<file path="config.mk">
export PLATFORM = sky130hd
export DESIGN_NAME = timed_event_stream_parser
export DESIGN_NICKNAME = d
export VERILOG_FILES = /design/src/tesp_pkg.sv /design/src/tesp_decode.sv /design/src/timed_event_stream_parser.sv
export SDC_FILE = /design/constraint.sdc
export NUM_CORES = 1
export LEC_CHECK = 0
export BUFFER_PORTS_ARGS = -buffer_cell sky130_fd_sc_hd__buf_2
export CAP_MARGIN = 20
export CORE_ASPECT_RATIO = 1.5
export CORE_MARGIN = 2
export CORE_UTILIZATION = 50
export CTS_BUF_LIST = sky130_fd_sc_hd__clkbuf_8
export CTS_CLUSTER_SIZE = 12
export DETAILED_ROUTE_END_ITERATION = 8
export PLACE_DENSITY_LB_ADDON = 0.1
export SYNTH_ARGS = -nofsm -noshare
export SYNTH_HDL_FRONTEND = slang
export SYNTH_SLANG_ARGS = --single-unit
</file>
<file path="constraint.sdc">
create_clock -name aclk -period 4.45 [get_ports aclk]
set_input_delay 0.89 -clock aclk [delete_from_list [all_inputs] [get_ports aclk]]
set_output_delay 0.89 -clock aclk [all_outputs]
set_load 0.01 [all_outputs]
</file>
<file path="src/tesp_pkg.sv">
// Shared types, codes and helpers for the timed event stream parser.
// No dependencies; used by tesp_decode and timed_event_stream_parser.
`default_nettype none

package tesp_pkg;

    localparam int TICK_WIDTH_DEFAULT = 32;

    // parse phase codes
    localparam logic [2:0] PH_HEADER = 3'd0;
    localparam logic [2:0] PH_IDLE   = 3'd1;
    localparam logic [2:0] PH_FIRST  = 3'd2;
    localparam logic [2:0] PH_SECOND = 3'd3;
    localparam logic [2:0] PH_ENDED  = 3'd4;

    // event kinds
    localparam logic [2:0] KIND_HEADER  = 3'd0;
    localparam logic [2:0] KIND_DELAY   = 3'd1;
    localparam logic [2:0] KIND_NOTEOFF = 3'd2;
    localparam logic [2:0] KIND_NOTEON  = 3'd3;
    localparam logic [2:0] KIND_CONTROL = 3'd4;
    localparam logic [2:0] KIND_PROGRAM = 3'd5;
    localparam logic [2:0] KIND_BEND    = 3'd6;
    localparam logic [2:0] KIND_END     = 3'd7;

    // status bytes and nibbles
    localparam logic [7:0] ST_DELAY_LO   = 8'hD0;
    localparam logic [7:0] ST_DELAY_HI   = 8'hDD;
    localparam logic [7:0] ST_DELAY_BYTE = 8'hDE;
    localparam logic [7:0] ST_DELAY_WORD = 8'hDF;
    localparam logic [7:0] ST_END        = 8'hFC;
    localparam logic [3:0] HI_NOTEOFF    = 4'h8;
    localparam logic [3:0] HI_NOTEON     = 4'h9;
    localparam logic [3:0] HI_CONTROL    = 4'hB;
    localparam logic [3:0] HI_PROGRAM    = 4'hC;
    localparam logic [3:0] HI_BEND       = 4'hE;

    localparam int TDATA_OUT_WIDTH = 88;

    typedef struct packed {
        logic        valid;
        logic [2:0]  event_kind;
        logic [3:0]  channel;
        logic [7:0]  first_param;
        logic [7:0]  second_param;
        logic [15:0] bend_value;
        logic [15:0] delay_ticks;
        logic [31:0] target_tick;
    } result_t;

    // channel-message kind for a status byte, KIND_HEADER when not one
    function automatic logic [2:0] kind_of(input logic [7:0] st);
        logic [2:0] k;
        begin
            unique case (st[7:4])
                HI_NOTEOFF: k = KIND_NOTEOFF;
                HI_NOTEON:  k = KIND_NOTEON;
                HI_CONTROL: k = KIND_CONTROL;
                HI_PROGRAM: k = KIND_PROGRAM;
                HI_BEND:    k = KIND_BEND;
                default:    k = KIND_HEADER;
            endcase
            return k;
        end
    endfunction

endpackage

`default_nettype wire

</file>
<file path="src/tesp_decode.sv">
// Single-pass byte decoder: next parse state and result for one byte.
// Depends on tesp_pkg.
`default_nettype none

module tesp_decode #(
    parameter int TICK_WIDTH = tesp_pkg::TICK_WIDTH_DEFAULT
) (
    input  wire logic [2:0]            phase_i,
    input  wire logic [7:0]            status_i,
    input  wire logic [7:0]            first_i,
    input  wire logic [TICK_WIDTH-1:0] sum_i,
    input  wire logic [7:0]            byte_i,
    output      logic [2:0]            phase_o,
    output      logic [7:0]            status_o,
    output      logic [7:0]            first_o,
    output      logic [TICK_WIDTH-1:0] sum_o,
    output      tesp_pkg::result_t     res_o
);

    logic        do_delay;
    logic [15:0] delay_amt;
    logic        do_finish;
    logic [7:0]  fin_a;
    logic [7:0]  fin_b;
    logic [2:0]  fin_kind;
    logic [63:0] sum_ext;

    always_comb begin
        phase_o   = phase_i;
        status_o  = status_i;
        first_o   = first_i;
        do_delay  = 1'b0;
        delay_amt = 16'd0;
        do_finish = 1'b0;
        fin_a     = byte_i;
        fin_b     = 8'd0;
        res_o     = '0;

        unique case (phase_i)
            tesp_pkg::PH_HEADER: begin
                phase_o           = tesp_pkg::PH_IDLE;
                res_o.valid       = 1'b1;
                res_o.event_kind  = tesp_pkg::KIND_HEADER;
                res_o.first_param = byte_i;
            end
            tesp_pkg::PH_IDLE: begin
                if (byte_i >= tesp_pkg::ST_DELAY_LO && byte_i <= tesp_pkg::ST_DELAY_HI) begin
                    do_delay  = 1'b1;
                    delay_amt = {12'd0, byte_i[3:0]} + 16'd1;
                end else if (byte_i == tesp_pkg::ST_DELAY_BYTE ||
                             byte_i == tesp_pkg::ST_DELAY_WORD) begin
                    status_o = byte_i;
                    phase_o  = tesp_pkg::PH_FIRST;
                end else if (byte_i == tesp_pkg::ST_END) begin
                    phase_o          = tesp_pkg::PH_ENDED;
                    res_o.valid      = 1'b1;
                    res_o.event_kind = tesp_pkg::KIND_END;
                end else if (tesp_pkg::kind_of(byte_i) != tesp_pkg::KIND_HEADER) begin
                    status_o = byte_i;
                    phase_o  = tesp_pkg::PH_FIRST;
                end
            end
            tesp_pkg::PH_FIRST: begin
                if (status_i == tesp_pkg::ST_DELAY_BYTE) begin
                    phase_o   = tesp_pkg::PH_IDLE;
                    do_delay  = 1'b1;
                    delay_amt = {8'd0, byte_i} + 16'd1;
                end else if (status_i[7:4] == tesp_pkg::HI_PROGRAM) begin
                    do_finish = 1'b1;
                end else begin
                    first_o = byte_i;
                    phase_o = tesp_pkg::PH_SECOND;
                end
            end
            tesp_pkg::PH_SECOND: begin
                if (status_i == tesp_pkg::ST_DELAY_WORD) begin
                    phase_o   = tesp_pkg::PH_IDLE;
                    do_delay  = 1'b1;
                    delay_amt = {8'd0, first_i} + {1'b0, byte_i, 7'd0} + 16'd1;
                end else begin
                    do_finish = 1'b1;
                    fin_a     = first_i;
                    fin_b     = byte_i;
                end
            end
            default: phase_o = tesp_pkg::PH_ENDED;
        endcase

        fin_kind = tesp_pkg::kind_of(status_i);
        if (do_finish) begin
            phase_o            = tesp_pkg::PH_IDLE;
            res_o.valid        = 1'b1;
            res_o.event_kind   = fin_kind;
            res_o.channel      = status_i[3:0];
            res_o.first_param  = fin_a;
            // program change carries one byte only
            res_o.second_param = (fin_kind == tesp_pkg::KIND_PROGRAM) ? 8'd0 : fin_b;
            if (fin_kind == tesp_pkg::KIND_BEND)
                res_o.bend_value = {8'd0, fin_a} + {1'b0, fin_b, 7'd0};
        end

        sum_o = do_delay ? (sum_i + TICK_WIDTH'(delay_amt)) : sum_i;
        if (do_delay) begin
            res_o.valid       = 1'b1;
            res_o.event_kind  = tesp_pkg::KIND_DELAY;
            res_o.delay_ticks = delay_amt;
        end
        sum_ext           = 64'(sum_o);
        res_o.target_tick = sum_ext[31:0];
    end

endmodule

`default_nettype wire

</file>
<file path="src/timed_event_stream_parser.sv">
// Top level of the timed event stream parser: input register, parse state,
// result register and stream handshakes. Depends on tesp_pkg, tesp_decode.
`default_nettype none

// Accepts one byte of a timed event file per transfer and returns at most one
// event per byte. The first byte after reset is a header event; later bytes are
// decoded as delays, channel messages or the end code, after which all input is
// swallowed silently. A byte is taken every cycle when the output is drained;
// each byte passes an input register, the combinational phase decode and tick
// add, and the result register, which offers its event on m_tvalid.
// The running tick sum is TICK_WIDTH bits wide and reported as its low 32 bits.
module timed_event_stream_parser #(
    parameter int TICK_WIDTH = tesp_pkg::TICK_WIDTH_DEFAULT
) (
    input  wire logic                                 aclk,
    input  wire logic                                 aresetn,
    input  wire logic                                 s_tvalid,
    output      logic                                 s_tready,
    input  wire logic [7:0]                           s_tdata,  // [7:0] stream_byte
    output      logic                                 m_tvalid,
    input  wire logic                                 m_tready,
    // [2:0] event_kind, [6:3] channel, [14:7] first_param, [22:15] second_param,
    // [38:23] bend_value, [54:39] delay_ticks, [86:55] target_tick, [87] zero
    output      logic [tesp_pkg::TDATA_OUT_WIDTH-1:0] m_tdata
);

    logic                  in_valid_reg;
    logic [7:0]            in_byte_reg;
    logic [2:0]            phase_reg, phase_next;
    logic [7:0]            status_reg, status_next;
    logic [7:0]            first_reg, first_next;
    logic [TICK_WIDTH-1:0] sum_reg, sum_next;
    logic                  out_valid_reg;
    tesp_pkg::result_t     out_reg;
    tesp_pkg::result_t     res;
    logic                  advance;

    // decode stage moves when the result slot is free or being emptied
    assign advance  = in_valid_reg && (!out_valid_reg || m_tready);
    assign s_tready = !in_valid_reg || advance;

    tesp_decode #(.TICK_WIDTH(TICK_WIDTH)) u_decode (
        .phase_i  (phase_reg),
        .status_i (status_reg),
        .first_i  (first_reg),
        .sum_i    (sum_reg),
        .byte_i   (in_byte_reg),
        .phase_o  (phase_next),
        .status_o (status_next),
        .first_o  (first_next),
        .sum_o    (sum_next),
        .res_o    (res)
    );

    always_ff @(posedge aclk) begin
        if (!aresetn) begin
            in_valid_reg  <= 1'b0;
            out_valid_reg <= 1'b0;
            phase_reg     <= tesp_pkg::PH_HEADER;
            status_reg    <= 8'd0;
            first_reg     <= 8'd0;
            sum_reg       <= '0;
        end else begin
            if (s_tvalid && s_tready)
                in_valid_reg <= 1'b1;
            else if (advance)
                in_valid_reg <= 1'b0;

            if (advance) begin
                phase_reg     <= phase_next;
                status_reg    <= status_next;
                first_reg     <= first_next;
                sum_reg       <= sum_next;
                out_valid_reg <= res.valid;
            end else if (m_tready) begin
                out_valid_reg <= 1'b0;
            end
        end
    end

    always_ff @(posedge aclk) begin
        if (s_tvalid && s_tready)
            in_byte_reg <= s_tdata;
        if (advance)
            out_reg <= res;
    end

    assign m_tvalid = out_valid_reg;
    assign m_tdata  = {1'b0, out_reg.target_tick, out_reg.delay_ticks, out_reg.bend_value,
                       out_reg.second_param, out_reg.first_param, out_reg.channel,
                       out_reg.event_kind};

`ifndef SYNTHESIS
    a_end_sticky: assert property (@(posedge aclk) disable iff (!aresetn)
        phase_reg == tesp_pkg::PH_ENDED |=> phase_reg == tesp_pkg::PH_ENDED)
        else $error("parser left the ended phase");

    a_sum_only_on_advance: assert property (@(posedge aclk) disable iff (!aresetn)
        !advance |=> $stable(sum_reg))
        else $error("tick sum changed without a decoded byte");

    a_delay_nonzero: assert property (@(posedge aclk) disable iff (!aresetn)
        out_valid_reg && out_reg.event_kind == tesp_pkg::KIND_DELAY
        |-> out_reg.delay_ticks != 16'd0)
        else $error("delay event with zero ticks");

    a_bend_only_for_bend: assert property (@(posedge aclk) disable iff (!aresetn)
        out_valid_reg && out_reg.event_kind != tesp_pkg::KIND_BEND
        |-> out_reg.bend_value == 16'd0)
        else $error("bend value on a non-bend event");

    a_no_stall_loss: assert property (@(posedge aclk) disable iff (!aresetn)
        out_valid_reg && !m_tready |=> out_valid_reg)
        else $error("stalled result dropped");
`endif

endmodule

`default_nettype wire

</file>
==> results.toml <==
[status]
outcome = "complete, no violations"

[synth]
ys.flop_type = "edfxtp_1"
synthDistinctLibCells = 65
yosysWarnings = 0
syn_avg_cell_area_um2 = 10.0
synth_edf_count = 95
ys_seq_elements = 148
synth_nets = 797
synthesis.area_um2 = 7610
yosysSeqAreaShare_pct = 51.4
syn_inst = 759
synth-async-reset-ratio_pct = 0

[routing]
ant_nets = 0
drc_errors = 0
drt-pass1-iter-count = 4
num_vias = 6022
first_iter_violations = 291
viasPerCell = 5.63
wl_um = 18700
avgRoutedWirePerCell_um = 17.5

[setup_path]
reg2reg_slack_ns = 0.31
cp.required_ns = 4.65
rr_endpoint = "m_tdata[80]"
timing_worst_setup_path_type = "reg2reg"
max_stage_delay_ns = 0.45
crit_buf_inv = 1
crit_chain = "buf_4 -> ha_1 -> a41oi_1 -> nor2_1 -> and2_1 -> a31oi_1 -> nor3_1 -> ha_1 -> and4_1 -> and2_1 -> a22oi_1 -> o31ai_2 -> o21ai_2 -> nor4_1 -> xor2_1"
r2r.worst_path.cells = 15
cp_slowest_cell = "edfxtp_1"
critPathMaxFanout = 10
start_kind = "register"
critPathTopFamily = "simple AND/OR/NAND/NOR gates"
r2r-start = "in_byte_reg[0]"
worstSetupEndpointType = "register"
crit_arrival_ns = 4.33

[clock_network]
cts_inserted_buffers = 17
cts.repair.resized = 0
postCtsSetupBuffers = 0
htree_levels = 4
cts_tree = "done"
clock-sinks = 148
postCtsHoldBufs = 0
cts_buffer_depth = 2
clk-insertion-delay-late_ns = 0.47
cts-root-buf = "clkbuf_8"
clkSlewWorstSetupHoldPaths_ns = 0.09

[layout]
n_antenna_cell = 0
fill_cells = 1371
drive_gt1_share_pct = 19.2
largest_register_ffs = 87
fin_util_pct = 58.8
areaGrowthSynthToFinish_pct = 15.9
nets = 896

[floorplan]
die_y_um = 155
core_region_area_um2 = 15000
die_area_um2 = 16300
rows = 55
num_io_pins = 102
start_util_pct = 50.8
die_x_um = 105

[pwr]
power_switching_uw = 679
pwr-share-clk_pct = 40.7
comb_power_share_pct = 6.3
internal_power_mw = 2.18
p_total_mw = 2.86
seqPwrFrac_pct = 53.1
powerDensity_nw_per_um2 = 324
sw_frac_of_total_pct = 23.8
peakVddDrop_v = 0.000183
power_leakage_nw = 3.36

[global_route]
grt_max_degree = 89
antenna_found_initial = 0
overflow = 0
grt.total_usage_pct = 23.4
grt_pass1_wl_um = 29800
grt_pass1_vias = 5776

[min_path]
hold_path.class = "reg2reg"
hold_end = "sum_reg[7]"
holdPathStages = 2
min-delay-start = "sum_reg[7]"

[timing]
period_needed_ns = 4.14
setup_ws_ns = 0.313
max-slew-margin-rel_pct = 32.6
post-route-period-util_pct = 93.0
setup_viol = 0
finClkSkew_ns = 0.0154
maxSlewViolCount = 0
fin_tns_setup_ns = 0
fmax_ghz = 0.242
rsz0062_at_grt = "no"
tightest_slew_ns = 1.00
report.final.hold_viol_count = 0

[place]
portBuffers = 100
place.gp.congestion = 0.930
dpl.hpwl_um = 13300
pre_cts_slack_ns = 0.359

[run]
maxCapViolCount = 0
==> routing by layer <==
metal | track usage (%) | wire (um)
met5 | 0 | 0
met2 | 43.1 | 9930
met1 | 27.1 | 7560
met3 | 4.36 | 810
met4 | 8.00 | 416
==> worst reg2reg max path, cell delays in order, from the launching register on <==
cell and delay, ns:
edfxtp_1 0.45, buf_4 0.21, ha_1 0.34, a41oi_1 0.15, nor2_1 0.21, and2_1 0.25, a31oi_1 0.12, nor3_1 0.30
ha_1 0.40, and4_1 0.27, and2_1 0.16, a22oi_1 0.18, o31ai_2 0.12, o21ai_2 0.43, nor4_1 0.14, xor2_1 0.17
==> layout make-up <==
| type | count | area [um^2] | share of cell area (%) |
|---|---|---|---|
| Sequential cell | 148 | 3910 | 44.3 |
| Multi-Input combinational cell | 552 | 3470 | 39.3 |
| Timing Repair Buffer | 123 | 693 | 7.85 |
| Tap cell | 199 | 249 | 2.82 |
| Clock buffer | 17 | 234 | 2.65 |
| Clock inverter | 15 | 203 | 2.30 |
| Inverter | 16 | 61.3 | 0.695 |
==> cells in the mapped netlist (4+ instances only) <==
library cell	number	share of area (%)
nor3_1	19	1.2
o21a_1	4	0.39
o21ai_0	25	1.6
xor2_1	31	3.6
and2_1	8	0.66
edfxtp_1	95	37
or4_1	5	0.49
clkbuf_1	29	1.4
mux2i_1	17	2.2
inv_1	16	0.79
and3_1	11	0.90
nand3_1	28	1.8
buf_1	5	0.25
a211oi_1	7	0.69
nor4_1	5	0.41
nor2_1	83	4.1
dfxtp_1	53	14
o22ai_1	15	1.2
o31ai_1	6	0.59
nand4_1	4	0.33
ha_1	25	4.1
nand2_1	94	4.6
a22oi_1	8	0.79
or3_1	10	0.82
nor2b_1	6	0.49
and4_1	4	0.46
a21oi_1	46	3.0
nor3b_1	5	0.49
xnor2_1	21	2.4
nand2b_1	9	0.74
a22o_1	8	0.92
buf_2	8	0.53
==> logic make-up after synthesis <==
group / after synthesis / share of synthesized area, %
and+or+nand+nor: 306 / 19.8
DFF: 148 / 51.4
adders and majority gates: 26 / 4.37
buffers and inverters: 59 / 3.09
other: 1 / 0.0492
xor gates and xnor gates: 52 / 5.98
AOI/OAI and AO/OA: 149 / 12.9
muxes: 18 / 2.38
==> metrics by stage <==
stage                     cells  hold WS [ns]  instance area [um^2]
final                      1070         0.485                  8830
after global routing       1070         0.511                  8830
after CTS                  1069         0.486                  8800
after detailed placement   1037         0.475                  8360
after global placement     1037         0.461                  8360
after floorplan             759         0.454                  7610
==> power by group through the flow <==
stage	Combinational, mW	Sequential, mW	Clock, mW
after floorplan	0.0843	1.57	0
after global placement	0.175	1.55	0
after detailed placement	0.176	1.55	0
after CTS	0.177	1.52	1.18
after global routing	0.193	1.52	1.23
final	0.179	1.52	1.16
==> layout by cell type (no fill, tap or decap), drive strengths merged, types with 11 or more instances in the layout <==
master,count
and3,11
dfxtp,53
inv,20
edfxtp,95
clkbuf,17
ha,25
mux2i,17
nand2,94
o22ai,15
xor2,31
o21ai,27
buf,123
a21oi,46
xnor2,21
nor3,20
nor2,84
nand3,28
==> worst max-delay path by stage <==
| stage | start | endpoint | slack, ns | cells after the start |
|---|---|---|---|---|
| after floorplan | m_tready | first_reg[2] | 0.27 | 7 |
| after global placement | in_byte_reg[0] | m_tdata[80] | 0.44 | 15 |
| after detailed placement | in_byte_reg[0] | m_tdata[80] | 0.36 | 15 |
| after CTS | in_byte_reg[0] | m_tdata[80] | 0.32 | 15 |
| after global routing | first_reg[2] | m_tdata[80] | 0.04 | 15 |
| final | in_byte_reg[0] | m_tdata[80] | 0.31 | 15 |
(Power assumes the default switching activity.)
